--- src/rtl/rpr_pkg.sv ---
// shared types and constants of the response packet reassembler
`default_nettype none

package rpr_pkg;

   localparam logic [1:0] KIND_READ_ERROR   = 2'd0;
   localparam logic [1:0] KIND_WRONG_LENGTH = 2'd1;
   localparam logic [1:0] KIND_START        = 2'd2;
   localparam logic [1:0] KIND_CONT         = 2'd3;

   localparam logic [2:0] STATUS_ACCEPTED     = 3'd0;
   localparam logic [2:0] STATUS_IGNORED      = 3'd1;
   localparam logic [2:0] STATUS_WRONG_LENGTH = 3'd2;
   localparam logic [2:0] STATUS_READ_ERROR   = 3'd3;
   localparam logic [2:0] STATUS_TOO_LONG     = 3'd4;
   localparam logic [2:0] STATUS_STRAY        = 3'd5;
   localparam logic [2:0] STATUS_SEQUENCE     = 3'd6;

   localparam logic [15:0] MAX_LEN_RESET   = 16'd4096;
   localparam logic [2:0]  SHORT_HDR_AVAIL = 3'd6;
   localparam logic [2:0]  LONG_HDR_AVAIL  = 3'd5;
   localparam logic [2:0]  CONT_AVAIL      = 3'd7;
   localparam int          PAYLOAD_BYTES   = 7;

   typedef struct packed {
      logic [1:0]  kind;
      logic [15:0] length;
      logic        long_hdr;
      logic [5:0]  msg_type;
      logic [6:0]  seq;
      logic [55:0] data;
   } item_type;

   typedef struct packed {
      logic [55:0] payload;
      logic [2:0]  payload_count;
      logic        message_done;
      logic [5:0]  message_type;
      logic        type_valid;
      logic        partial_dropped;
      logic [2:0]  status;
   } result_type;

endpackage

`default_nettype wire

--- src/rtl/rpr_if.sv ---
// request and response channel interfaces
`default_nettype none

interface rpr_req_if;
   logic        valid;
   logic        ready;
   logic [63:0] packet_data;
   logic        wrong_length;
   logic        read_error;

   modport source (output valid, output packet_data, output wrong_length,
                   output read_error, input ready);
   modport sink   (input valid, input packet_data, input wrong_length,
                   input read_error, output ready);
endinterface

interface rpr_rsp_if;
   logic        valid;
   logic        ready;
   logic [55:0] payload;
   logic [2:0]  payload_count;
   logic        message_done;
   logic [5:0]  message_type;
   logic        type_valid;
   logic        partial_dropped;
   logic [2:0]  status;

   modport source (output valid, output payload, output payload_count,
                   output message_done, output message_type, output type_valid,
                   output partial_dropped, output status, input ready);
   modport sink   (input valid, input payload, input payload_count,
                   input message_done, input message_type, input type_valid,
                   input partial_dropped, input status, output ready);
endinterface

`default_nettype wire

--- src/rtl/response_packet_reassembler.sv ---
// response packet reassembler top level
//
// usage: req_if carries one 8-byte link packet per transfer with its
// wrong-length and read-error flags; rsp_if returns exactly one result per
// packet: the payload bytes kept, their count, message-done, message type,
// type-valid, partial-dropped and a status code. csr_wr_en/csr_wr_data write
// the maximum message length (reset 4096); the user must write it only while
// the block is idle, as the block itself does not enforce this.
// path: a packet is decoded into the queue, handled by the back end as it
// leaves the queue and registered in the output register that drives rsp_if.
// throughput: one packet per cycle unless rsp_if stalls; the back end updates
// its message state (bytes due, sequence, fill) per packet, setting that rate.
// reset: synchronous; clears the queue, the message state and the output
// valid flag, and loads the default maximum length.
// stall: the output register holds its result while rsp_if.ready is low; the
// queue keeps taking requests until it is full, then req_if.ready drops.
`default_nettype none

module response_packet_reassembler #(
   parameter int QUEUE_DEPTH = 2
) (
   input  logic        clock,
   input  logic        reset,
   rpr_req_if.sink     req_if,
   rpr_rsp_if.source   rsp_if,
   input  logic        csr_wr_en,
   input  logic [15:0] csr_wr_data
);
   import rpr_pkg::*;

   logic     push_valid, push_ready;
   item_type push_data;
   logic     pop_valid, pop_ready;
   item_type pop_data;

   rpr_front u_front (
      .req_if     (req_if),
      .push_valid (push_valid),
      .push_ready (push_ready),
      .push_data  (push_data)
   );

   rpr_queue #(
      .DEPTH (QUEUE_DEPTH)
   ) u_queue (
      .clock      (clock),
      .reset      (reset),
      .push_valid (push_valid),
      .push_ready (push_ready),
      .push_data  (push_data),
      .pop_valid  (pop_valid),
      .pop_ready  (pop_ready),
      .pop_data   (pop_data)
   );

   rpr_back u_back (
      .clock       (clock),
      .reset       (reset),
      .csr_wr_en   (csr_wr_en),
      .csr_wr_data (csr_wr_data),
      .pop_valid   (pop_valid),
      .pop_ready   (pop_ready),
      .pop_data    (pop_data),
      .rsp_if      (rsp_if)
   );

endmodule

`default_nettype wire

--- src/rtl/rpr_front.sv ---
// front end: decodes each packet into a classified item
`default_nettype none

module rpr_front (
   rpr_req_if.sink          req_if,
   output logic             push_valid,
   input  logic             push_ready,
   output rpr_pkg::item_type push_data
);
   import rpr_pkg::*;

   logic [7:0] b0;

   assign b0         = req_if.packet_data[7:0];
   assign push_valid = req_if.valid;
   assign req_if.ready = push_ready;

   always_comb begin
      push_data          = '0;
      push_data.long_hdr = b0[6];
      push_data.msg_type = b0[5:0];
      push_data.seq      = b0[6:0];
      push_data.length   = {(b0[6] ? req_if.packet_data[23:16] : 8'd0),
                            req_if.packet_data[15:8]};
      if (req_if.read_error) begin
         push_data.kind = KIND_READ_ERROR;
      end else if (req_if.wrong_length) begin
         push_data.kind = KIND_WRONG_LENGTH;
      end else if (b0[7]) begin
         push_data.kind = KIND_START;
      end else begin
         push_data.kind = KIND_CONT;
      end
      // align payload so that the first payload byte sits in bits 7:0
      if (push_data.kind == KIND_START) begin
         if (b0[6]) begin
            push_data.data = {16'd0, req_if.packet_data[63:24]};
         end else begin
            push_data.data = {8'd0, req_if.packet_data[63:16]};
         end
      end else begin
         push_data.data = req_if.packet_data[63:8];
      end
   end

endmodule

`default_nettype wire

--- src/rtl/rpr_queue.sv ---
// small fifo between the front end and the back end
`default_nettype none

module rpr_queue #(
   parameter int DEPTH = 2
) (
   input  logic              clock,
   input  logic              reset,
   input  logic              push_valid,
   output logic              push_ready,
   input  rpr_pkg::item_type push_data,
   output logic              pop_valid,
   input  logic              pop_ready,
   output rpr_pkg::item_type pop_data
);
   import rpr_pkg::*;

   localparam int PTR_W = (DEPTH > 1) ? $clog2(DEPTH) : 1;
   localparam int CNT_W = $clog2(DEPTH + 1);

   item_type         entry_ff [DEPTH];
   logic [PTR_W-1:0] wr_ptr_ff, wr_ptr_in;
   logic [PTR_W-1:0] rd_ptr_ff, rd_ptr_in;
   logic [CNT_W-1:0] count_ff, count_in;
   logic             push_fire, pop_fire;

   function automatic logic [PTR_W-1:0] next_ptr(input logic [PTR_W-1:0] ptr);
      next_ptr = (ptr == PTR_W'(DEPTH - 1)) ? '0 : ptr + 1'b1;
   endfunction

   assign push_ready = (count_ff != CNT_W'(DEPTH));
   assign pop_valid  = (count_ff != '0);
   assign pop_data   = entry_ff[rd_ptr_ff];
   assign push_fire  = push_valid && push_ready;
   assign pop_fire   = pop_valid && pop_ready;

   always_comb begin
      wr_ptr_in = push_fire ? next_ptr(wr_ptr_ff) : wr_ptr_ff;
      rd_ptr_in = pop_fire ? next_ptr(rd_ptr_ff) : rd_ptr_ff;
      count_in  = count_ff;
      if (push_fire && !pop_fire) begin
         count_in = count_ff + 1'b1;
      end else if (pop_fire && !push_fire) begin
         count_in = count_ff - 1'b1;
      end
   end

   always_ff @(posedge clock) begin
      if (reset) begin
         wr_ptr_ff <= '0;
         rd_ptr_ff <= '0;
         count_ff  <= '0;
      end else begin
         wr_ptr_ff <= wr_ptr_in;
         rd_ptr_ff <= rd_ptr_in;
         count_ff  <= count_in;
      end
   end

   always_ff @(posedge clock) begin
      if (push_fire) begin
         entry_ff[wr_ptr_ff] <= push_data;
      end
   end

endmodule

`default_nettype wire

--- src/rtl/rpr_back.sv ---
// back end: message state, payload trimming and the response register
`default_nettype none

module rpr_back (
   input  logic              clock,
   input  logic              reset,
   input  logic              csr_wr_en,
   input  logic [15:0]       csr_wr_data,
   input  logic              pop_valid,
   output logic              pop_ready,
   input  rpr_pkg::item_type pop_data,
   rpr_rsp_if.source         rsp_if
);
   import rpr_pkg::*;

   logic [15:0] max_len_ff;
   logic [15:0] bytes_left_ff, bytes_left_in;
   logic        drop_long_ff, drop_long_in;
   logic [6:0]  expected_seq_ff, expected_seq_in;
   logic [5:0]  current_type_ff, current_type_in;
   logic        type_ok_ff, type_ok_in;
   logic        synced_ff, synced_in;
   logic [15:0] fill_ff, fill_in;
   logic        rsp_valid_ff, rsp_valid_in;
   result_type  rsp_ff, rsp_in;

   logic        pop_fire;
   logic        take;
   logic [2:0]  cnt;
   logic [2:0]  base;
   logic [15:0] fill_base;
   logic [15:0] room;
   logic [2:0]  keep;

   assign pop_ready = !rsp_valid_ff || rsp_if.ready;
   assign pop_fire  = pop_valid && pop_ready;

   always_comb begin
      bytes_left_in   = bytes_left_ff;
      drop_long_in    = drop_long_ff;
      expected_seq_in = expected_seq_ff;
      current_type_in = current_type_ff;
      type_ok_in      = type_ok_ff;
      synced_in       = synced_ff;
      fill_in         = fill_ff;
      rsp_in          = '0;
      rsp_in.status   = STATUS_ACCEPTED;
      take            = 1'b0;
      cnt             = '0;
      base            = pop_data.long_hdr ? LONG_HDR_AVAIL : SHORT_HDR_AVAIL;
      fill_base       = (pop_data.kind == KIND_START) ? '0 : fill_ff;
      room            = max_len_ff - fill_base;
      keep            = '0;

      case (pop_data.kind)
         KIND_READ_ERROR: begin
            bytes_left_in   = '0;
            expected_seq_in = '0;
            drop_long_in    = 1'b0;
            rsp_in.status   = STATUS_READ_ERROR;
         end
         KIND_WRONG_LENGTH: begin
            rsp_in.status = STATUS_WRONG_LENGTH;
         end
         KIND_START: begin
            rsp_in.partial_dropped = synced_ff && (bytes_left_ff != '0);
            current_type_in        = pop_data.msg_type;
            type_ok_in             = 1'b1;
            expected_seq_in        = '0;
            fill_in                = '0;
            if (synced_ff && (pop_data.length > max_len_ff)) begin
               drop_long_in  = 1'b1;
               bytes_left_in = '0;
               rsp_in.status = STATUS_TOO_LONG;
            end else begin
               drop_long_in  = 1'b0;
               cnt           = (pop_data.length < 16'(base)) ? pop_data.length[2:0] : base;
               bytes_left_in = pop_data.length - 16'(cnt);
               take          = 1'b1;
            end
         end
         KIND_CONT: begin
            if (bytes_left_ff == '0) begin
               if (synced_ff && !drop_long_ff) begin
                  type_ok_in    = 1'b0;
                  rsp_in.status = STATUS_STRAY;
               end else begin
                  rsp_in.status = STATUS_IGNORED;
               end
            end else if (synced_ff && (pop_data.seq != expected_seq_ff)) begin
               type_ok_in    = 1'b0;
               rsp_in.status = STATUS_SEQUENCE;
            end else begin
               expected_seq_in = expected_seq_ff + 1'b1;
               cnt = (bytes_left_ff < 16'(CONT_AVAIL)) ? bytes_left_ff[2:0] : CONT_AVAIL;
               bytes_left_in = bytes_left_ff - 16'(cnt);
               take          = 1'b1;
            end
         end
         default: begin
            rsp_in.status = STATUS_IGNORED;
         end
      endcase

      if (take) begin
         // bytes past the buffer capacity are dropped
         if (max_len_ff <= fill_base) begin
            keep = '0;
         end else if (room < 16'(cnt)) begin
            keep = room[2:0];
         end else begin
            keep = cnt;
         end
         fill_in = fill_base + 16'(keep);
         for (int i = 0; i < PAYLOAD_BYTES; i++) begin
            rsp_in.payload[8*i +: 8] = (3'(i) < keep) ? pop_data.data[8*i +: 8] : 8'd0;
         end
         rsp_in.payload_count = keep;
         rsp_in.message_done  = (bytes_left_in == '0);
         if (bytes_left_in == '0) begin
            synced_in = 1'b1;
         end
      end

      rsp_in.message_type = current_type_in;
      rsp_in.type_valid   = type_ok_in;

      rsp_valid_in = rsp_valid_ff;
      if (pop_fire) begin
         rsp_valid_in = 1'b1;
      end else if (rsp_if.ready) begin
         rsp_valid_in = 1'b0;
      end
   end

   always_ff @(posedge clock) begin
      if (reset) begin
         max_len_ff      <= MAX_LEN_RESET;
         bytes_left_ff   <= '0;
         drop_long_ff    <= 1'b0;
         expected_seq_ff <= '0;
         current_type_ff <= '0;
         type_ok_ff      <= 1'b1;
         synced_ff       <= 1'b0;
         fill_ff         <= '0;
         rsp_valid_ff    <= 1'b0;
      end else begin
         if (csr_wr_en) begin
            max_len_ff <= csr_wr_data;
         end
         if (pop_fire) begin
            bytes_left_ff   <= bytes_left_in;
            drop_long_ff    <= drop_long_in;
            expected_seq_ff <= expected_seq_in;
            current_type_ff <= current_type_in;
            type_ok_ff      <= type_ok_in;
            synced_ff       <= synced_in;
            fill_ff         <= fill_in;
         end
         rsp_valid_ff <= rsp_valid_in;
      end
   end

   always_ff @(posedge clock) begin
      if (pop_fire) begin
         rsp_ff <= rsp_in;
      end
   end

   assign rsp_if.valid           = rsp_valid_ff;
   assign rsp_if.payload         = rsp_ff.payload;
   assign rsp_if.payload_count   = rsp_ff.payload_count;
   assign rsp_if.message_done    = rsp_ff.message_done;
   assign rsp_if.message_type    = rsp_ff.message_type;
   assign rsp_if.type_valid      = rsp_ff.type_valid;
   assign rsp_if.partial_dropped = rsp_ff.partial_dropped;
   assign rsp_if.status          = rsp_ff.status;

endmodule

`default_nettype wire

--- src/flat_wrapper.sv ---
// flat-port wrapper written by rule: the top's interface ports become plain ports
module response_packet_reassembler_flat import rpr_pkg::*;
#(
   parameter int QUEUE_DEPTH = 2
)
  (clock, reset, csr_wr_en, csr_wr_data, req_if_valid, req_if_packet_data, req_if_wrong_length, req_if_read_error, req_if_ready, rsp_if_valid, rsp_if_payload, rsp_if_payload_count, rsp_if_message_done, rsp_if_message_type, rsp_if_type_valid, rsp_if_partial_dropped, rsp_if_status, rsp_if_ready);
  rpr_req_if req_if_i ();
  rpr_rsp_if rsp_if_i ();
  input  logic clock;
  input  logic reset;
  input  logic csr_wr_en;
  input  logic [15:0] csr_wr_data;
  input wire logic [$bits(req_if_i.valid)-1:0] req_if_valid;
  input wire logic [$bits(req_if_i.packet_data)-1:0] req_if_packet_data;
  input wire logic [$bits(req_if_i.wrong_length)-1:0] req_if_wrong_length;
  input wire logic [$bits(req_if_i.read_error)-1:0] req_if_read_error;
  output wire logic [$bits(req_if_i.ready)-1:0] req_if_ready;
  output wire logic [$bits(rsp_if_i.valid)-1:0] rsp_if_valid;
  output wire logic [$bits(rsp_if_i.payload)-1:0] rsp_if_payload;
  output wire logic [$bits(rsp_if_i.payload_count)-1:0] rsp_if_payload_count;
  output wire logic [$bits(rsp_if_i.message_done)-1:0] rsp_if_message_done;
  output wire logic [$bits(rsp_if_i.message_type)-1:0] rsp_if_message_type;
  output wire logic [$bits(rsp_if_i.type_valid)-1:0] rsp_if_type_valid;
  output wire logic [$bits(rsp_if_i.partial_dropped)-1:0] rsp_if_partial_dropped;
  output wire logic [$bits(rsp_if_i.status)-1:0] rsp_if_status;
  input wire logic [$bits(rsp_if_i.ready)-1:0] rsp_if_ready;
  assign req_if_i.valid = req_if_valid;
  assign req_if_i.packet_data = req_if_packet_data;
  assign req_if_i.wrong_length = req_if_wrong_length;
  assign req_if_i.read_error = req_if_read_error;
  assign req_if_ready = req_if_i.ready;
  assign rsp_if_valid = rsp_if_i.valid;
  assign rsp_if_payload = rsp_if_i.payload;
  assign rsp_if_payload_count = rsp_if_i.payload_count;
  assign rsp_if_message_done = rsp_if_i.message_done;
  assign rsp_if_message_type = rsp_if_i.message_type;
  assign rsp_if_type_valid = rsp_if_i.type_valid;
  assign rsp_if_partial_dropped = rsp_if_i.partial_dropped;
  assign rsp_if_status = rsp_if_i.status;
  assign rsp_if_i.ready = rsp_if_ready;
  response_packet_reassembler #(.QUEUE_DEPTH(QUEUE_DEPTH)) u_core (.clock(clock), .reset(reset), .req_if(req_if_i), .rsp_if(rsp_if_i), .csr_wr_en(csr_wr_en), .csr_wr_data(csr_wr_data));
endmodule
--- config.mk ---
export PLATFORM = sky130hd
export DESIGN_NAME = response_packet_reassembler_flat
export DESIGN_NICKNAME = d
export VERILOG_FILES = /design/src/rtl/rpr_pkg.sv /design/src/rtl/rpr_if.sv /design/src/rtl/response_packet_reassembler.sv /design/src/rtl/rpr_front.sv /design/src/rtl/rpr_queue.sv /design/src/rtl/rpr_back.sv /design/src/flat_wrapper.sv
export SDC_FILE = /design/constraint.sdc
export NUM_CORES = 1
export LEC_CHECK = 0
export ABC_AREA = 1
export BUFFER_PORTS_ARGS = -buffer_cell sky130_fd_sc_hd__buf_2
export CAP_MARGIN = 20
export CORE_ASPECT_RATIO = 1.4
export CORE_MARGIN = 4
export CORE_UTILIZATION = 64
export CTS_CLUSTER_DIAMETER = 60
export DETAILED_ROUTE_END_ITERATION = 10
export PLACE_DENSITY_LB_ADDON = 0.12
export SYNTH_ARGS = -nofsm -noshare
export SYNTH_HDL_FRONTEND = slang
export SYNTH_SLANG_ARGS = --single-unit
--- constraint.sdc ---
create_clock -name clock -period 9.2 [get_ports clock]
set_clock_uncertainty 0.05 [all_clocks]
set_input_delay 0.46 -clock clock [delete_from_list [all_inputs] [get_ports clock]]
set_output_delay 0.46 -clock clock [all_outputs]
set_load 0.05 [all_outputs]
Word-level counts from Yosys, hierarchy flattened

Memories as Yosys holds them, arrays and structs flattened. A register that Yosys moved wholly into a read port is not among the register bits.
Index checks and enable logic that the tools add are counted.

Register bits after elaboration: 140
Bits in latches: 0
Memory bits (writable): 176
ROM bits: 0
Input port bits: 87
Output and inout bits: 73
Word-level logic and storage cells: 139
Memories kept: 1

Add/subtract/negate cells: 9
Multiply operators: 0
Div/mod/pow operators: 0
$lt $le $gt $ge: 12
Eq/ne operators: 8
Shift operators: 0
Muxes and demuxes: 51
Bitwise operators: 0
Reduce and logical (&&, ||, !) cells: 33

Memory list:

| name                    | words | bits a word | rd ports | clocked after memory_dff | write ports | RTL line        | RTL |
|---|---|---|---|---|---|---|---|
| u_core.u_queue.entry_ff | 2     | 88          | 1        | 1                        | 1           | rpr_queue.sv:21 | `item_type entry_ff [DEPTH];` |

Operators by type and width:

| kind                                                                   | count |
|---|---|
| 16-bit 2-to-1 mux                                                      | 5 |
| 56-bit 2-to-1 mux                                                      | 1 |
| 48-bit 2-to-1 mux                                                      | 1 |
| 16-bit case mux with 3 select lines                                    | 1 |
| 3-bit 2-to-1 mux                                                       | 12 |
| 16-bit zero test                                                       | 2 |
| 16-bit by 3-bit < comparator with 1-bit output                         | 2 |
| 16-bit by 3-bit subtractor with 16-bit output                          | 2 |
| 16-bit by 3-bit adder with 16-bit output                               | 1 |
| 16-bit greater-than comparator                                         | 1 |
| 16-bit <= comparator                                                   | 1 |
| 16-bit by 3-bit < comparator with 1-bit output (second input constant) | 1 |
| 1-bit 2-to-1 mux                                                       | 16 |
| 2-bit AND reduction                                                    | 8 |
| 16-bit nonzero test                                                    | 1 |
| 16-bit subtractor                                                      | 1 |
| 7-bit 2-to-1 mux                                                       | 2 |
| 7-bit case mux with 2 select lines                                     | 1 |
| 3-bit case mux with 4 select lines                                     | 1 |
| 2-bit 2-to-1 mux                                                       | 5 |
| 2-bit nonzero test                                                     | 5 |
| 3-bit < comparator (first input constant)                              | 3 |
| 1-bit logical AND                                                      | 8 |
| 8-bit 2-to-1 mux                                                       | 1 |
| other kinds (19)                                                       | 31 |

Longest topological paths before layout

Depth after elaboration: 11
Gate-level depth with buffers: 42
Gate-level depth less buffers: 39

Cells and area by module

A second synthesis with hierarchy kept.

Cell total of the unflattened synthesis: 1808
Area, all modules: 16623.4 µm²

Modules (own cells, without submodules):

| module    | instances | cells each | area an instance (µm²) | sequential area each (µm²) |
|---|---|---|---|---|
| rpr_back  | 1         | 1147       | 8464.4                 | 3433.3 |
| rpr_queue | 1         | 311        | 6665.1                 | 5385.2 |
| rpr_front | 1         | 350        | 1493.9                 | 0.0 |

Worst setup path before layout

Ideal clock, no wire load.

Path type: register -> register
Start point: register (tool-made name)
End point: register u_core.u_back.fill_ff[12]
Setup time: 0.113 ns
Arrival: 4.798 ns
Data required time: 9.037 ns
Setup slack: 4.239 ns
Cell stages (with the launch flop): 42
Buffers on the path: 3
Period minus slack after synthesis: 4.961 ns
Cells stage by stage: dfxtp_1 -> buf_4 -> inv_2 -> buf_6 -> buf_4 -> or2_2 -> o21ai_0 -> inv_1 -> ha_1 -> nand2_1 -> nand2_1 -> nand2_1 -> nand2_1 -> nand2_1 -> nand2_1 -> nand2_1 -> nand2_1 -> a21oi_2 -> [6 not listed] -> nor2_1 -> nand3_1 -> nor2_1 -> nand4_1 -> nor2_1 -> nand2_4 -> nand3_1 -> nand3_1 -> inv_1 -> ha_1 -> inv_1 -> fa_1 -> inv_1 -> a21oi_2 -> nor3_4 -> nand2_1 -> o21ai_1 -> nor2_1

RTL lines:

| item                 | RTL line        | RTL |
|---|---|---|
| end signal, assigned | rpr_back.sv:158 | `fill_ff <= fill_in;` |
| end, declared        | rpr_back.sv:23  | `logic [15:0] fill_ff, fill_in;` |

==> impl_metrics.py <==
metrics = {
    "sta": {
        "fin_crit_ns": 6.93,
        "fin_tns_setup_ns": 0,
        "setup-violations-final": 0,
        "fmax_mhz": 144,
        "hold_ws_ns": 0.0443,
        "post-route-period-util_pct": 75.3,
        "relSlewSlack_pct": 26.4,
        "tightestPinTransition_ns": 1.10,
        "maxSlewViolCount": 0,
        "finalHoldViolCount": 0,
        "rsz0062_at_grt": "no",
    },
    "clock_tree": {
        "clkSinkCount": 303,
        "cts_root_buf": "clkbuf_16",
        "clk-insertion-delay-late_ns": 0.55,
        "hold_buffers": 0,
        "cts.clk_slew.worst_paths_ns": 0.06,
        "cts_inserted_buffers": 28,
        "cts_tree": "yes",
        "cts-resized-gates": 0,
        "clockBufferDepth": 3,
        "h-tree-depth": 1,
        "post_cts_buffers": 0,
    },
    "setup_path": {
        "critPathLaunchType": "flip-flop",
        "cp_slowest_cell": "dfxtp_4",
        "critPathRequiredTime_ns": 9.59,
        "cpPeakStageDelay_ns": 0.98,
        "cp_common_cell": "nand2_1",
        "cp-end-kind": "flip-flop",
        "critPathKind": "flip-flop to flip-flop",
        "crit_fanout": 97,
        "crit_arrival_ns": 7.32,
    },
    "floorplanning": {
        "die_x_um": 140,
        "num_rows": 67,
        "die_area_um2": 26900,
        "core_um2": 24000,
        "start_util_pct": 64.9,
        "dieHeight_um": 193,
        "ios": 160,
    },
    "drt": {
        "drt_first_pass_iters": 5,
        "drtIter0Drc": 1006,
        "ant_nets": 0,
        "via_count": 12710,
        "drt-wirelength-per-cell_um": 17.7,
        "drc": 0,
        "totalWireLength_um": 39800,
        "via_per_inst": 5.66,
    },
    "logic_synthesis": {
        "synth_area_um2": 15600,
        "ys_seq_area_share_pct": 54.0,
        "synth_top_cell_by_area": "edfxtp_1",
        "async_flop_share_pct": 0,
        "syn_nets": 1912,
        "synth_area_leaders": "edfxtp_1 (45%), nand2_1 (10%), dfxtp_1 (9.0%), inv_1 (5.5%), a21oi_1 (5.0%)",
        "ys_seq_elements": 303,
        "avgSynthCellArea_um2": 8.74,
        "synth_top_area_share_pct": 45.0,
        "yosys.cell_types.count": 56,
        "synth_edf_count": 233,
        "synth.most_common_cell": "nand2_1",
        "yosysWarnings": 0,
        "ys_top_cells_by_count": "nand2_1 (429), edfxtp_1 (233), inv_1 (226), nor2_1 (163), a21oi_1 (156)",
        "synthCells": 1780,
        "synth_ff_type": "edfxtp_1",
    },
    "flow_run": {
        "cap_violations": 0,
    },
    "power": {
        "leakage_nw": 7.58,
        "power_density_nw_per_um2": 338,
        "ir_drop_mv": 0.353,
        "total_power_mw": 5.96,
    },
    "place": {
        "dp_hpwl_um": 28600,
        "io_buffers": 159,
        "place_congestion": 0.939,
        "dpl_cell_area_um2": 16600,
    },
    "global_route": {
        "use_met1_pct": 34.3,
        "antenna_found_initial": 2,
        "grt.overflow.total": 0,
        "met2_usage_pct": 52.4,
        "grt_pass1_vias": 12175,
        "grt_usage_pct": 28.9,
        "grt_util_met3_pct": 4.54,
        "busiest_layer": "met2",
        "grt_pass1_wl_um": 61900,
        "grt_max_degree": 105,
    },
    "layout": {
        "final_area_um2": 17600,
        "ff_latch_area_um2": 8400,
        "fillers": 1829,
        "drive_above_1_share_pct": 15.2,
        "nets": 2046,
        "multi_input_area_um2": 6010,
        "insertedDiodeCount": 0,
        "synthToLayoutAreaGrowth_pct": 13.1,
        "final_core_util_pct": 73.4,
    },
    "min_path": {
        "hold_path_class": "primary input to flip-flop",
    },
    "status": {
        "outcome": "finished, final reports clean",
    },
}
## flip-flops by register name (all words and copies together), names as in the netlist, 2 cells and up, named ones only
signal                              flops
u_core.u_back.bytes_left_ff            16
u_core.u_back.rsp_if.status             3
u_core.u_back.expected_seq_ff           7
u_core.u_queue.entry_ff               162
u_core.u_back.current_type_ff           6
u_core.u_back.max_len_ff               16
u_core.u_back.rsp_if.payload           56
u_core.u_back.rsp_if.message_type       6
u_core.u_back.rsp_if.payload_count      3
u_core.u_back.fill_ff                  16
u_core.u_queue.count_ff                 2
## through the flow
| step | cells | worst slack, ns |
|---|---|---|
| final | 2246 | 2.27 |
| after global routing | 2246 | 1.59 |
| after CTS | 2245 | 2.36 |
| after detailed placement | 2193 | 2.39 |
| after global placement | 2193 | 2.56 |
| after floorplan | 1780 | 4.24 |
## metal layers
layer	vias up	wire (um)
li1	6208	-
met1	5896	14800
met2	494	20500
met3	108	2820
met4	4	1720
met5	-	17
## cell usage in the layout, fill, tap and decap left out, types with 6 or more instances in the layout
master	netlist	routed
buf_2	1	159
nor2_1	163	161
clkbuf_16	0	28
inv_1	226	226
o211ai_1	28	28
nor2_2	12	12
nand2_1	429	429
nand2_4	9	9
nor3_1	21	20
a21oi_1	156	155
nand2_2	12	12
edfxtp_1	233	233
a211oi_1	6	6
xor2_1	8	8
a31oi_1	11	11
o21ai_0	125	125
o21ai_1	9	9
buf_4	5	8
bufinv_16	0	7
nand3_1	59	59
inv_2	12	12
ha_1	42	42
nand4_1	17	17
dfxtp_1	70	69
clkinv_2	0	7
## where the power goes
group	total, mW	switching, mW	internal (mW)
registers	2.08	0.180	1.90
clock network	1.27	0.513	0.760
logic	2.60	1.96	0.644
total	5.96	2.65	3.30
## cell type report
| type | count | area share, % |
|---|---|---|
| clock inverters | 21 | 1.73 |
| well taps | 310 | 2.20 |
| multi-input cells | 1173 | 34.2 |
| repair buffers | 168 | 5.02 |
| flip-flops and latches | 303 | 47.7 |
| clock buffers | 31 | 4.04 |
| inverters | 240 | 5.12 |
## logic make-up after synthesis
kind of cell / count (synthesis) / share of synthesized area, %
AO/OA/AOI/OAI: 366 / 13.1
flip-flops: 303 / 54.0
adder cells (fa/ha/maj): 45 / 3.76
AND/OR/NAND/NOR: 752 / 21.0
XOR/XNOR: 10 / 0.563
buffers and inverters: 304 / 7.58
## worst paths after layout
kind,depth (start not counted),startpoint,to,slack (ns)
setup / recovery,33,flip-flop,u_core.u_back.fill_ff[10],2.27
hold / removal,1,req_if_packet_data[0],u_core.u_queue.entry_ff[1][63],0.04
setup reg to reg,33,flip-flop,u_core.u_back.fill_ff[10],2.27
hold reg to reg,1,u_core.u_queue.rd_ptr_ff,flip-flop,0.41
## critical path: cells and delay by family, from the launching register on
| family | cells | cell delay [ns] |
|---|---|---|
| buffers and inverters | 7 | 1.38 |
| adder cells (fa/ha/maj) | 3 | 0.90 |
| AND/OR/NAND/NOR | 18 | 2.54 |
| AO/OA/AOI/OAI | 5 | 0.87 |
| flip-flops | 1 | 0.98 |
(Power assumes the default switching activity.)
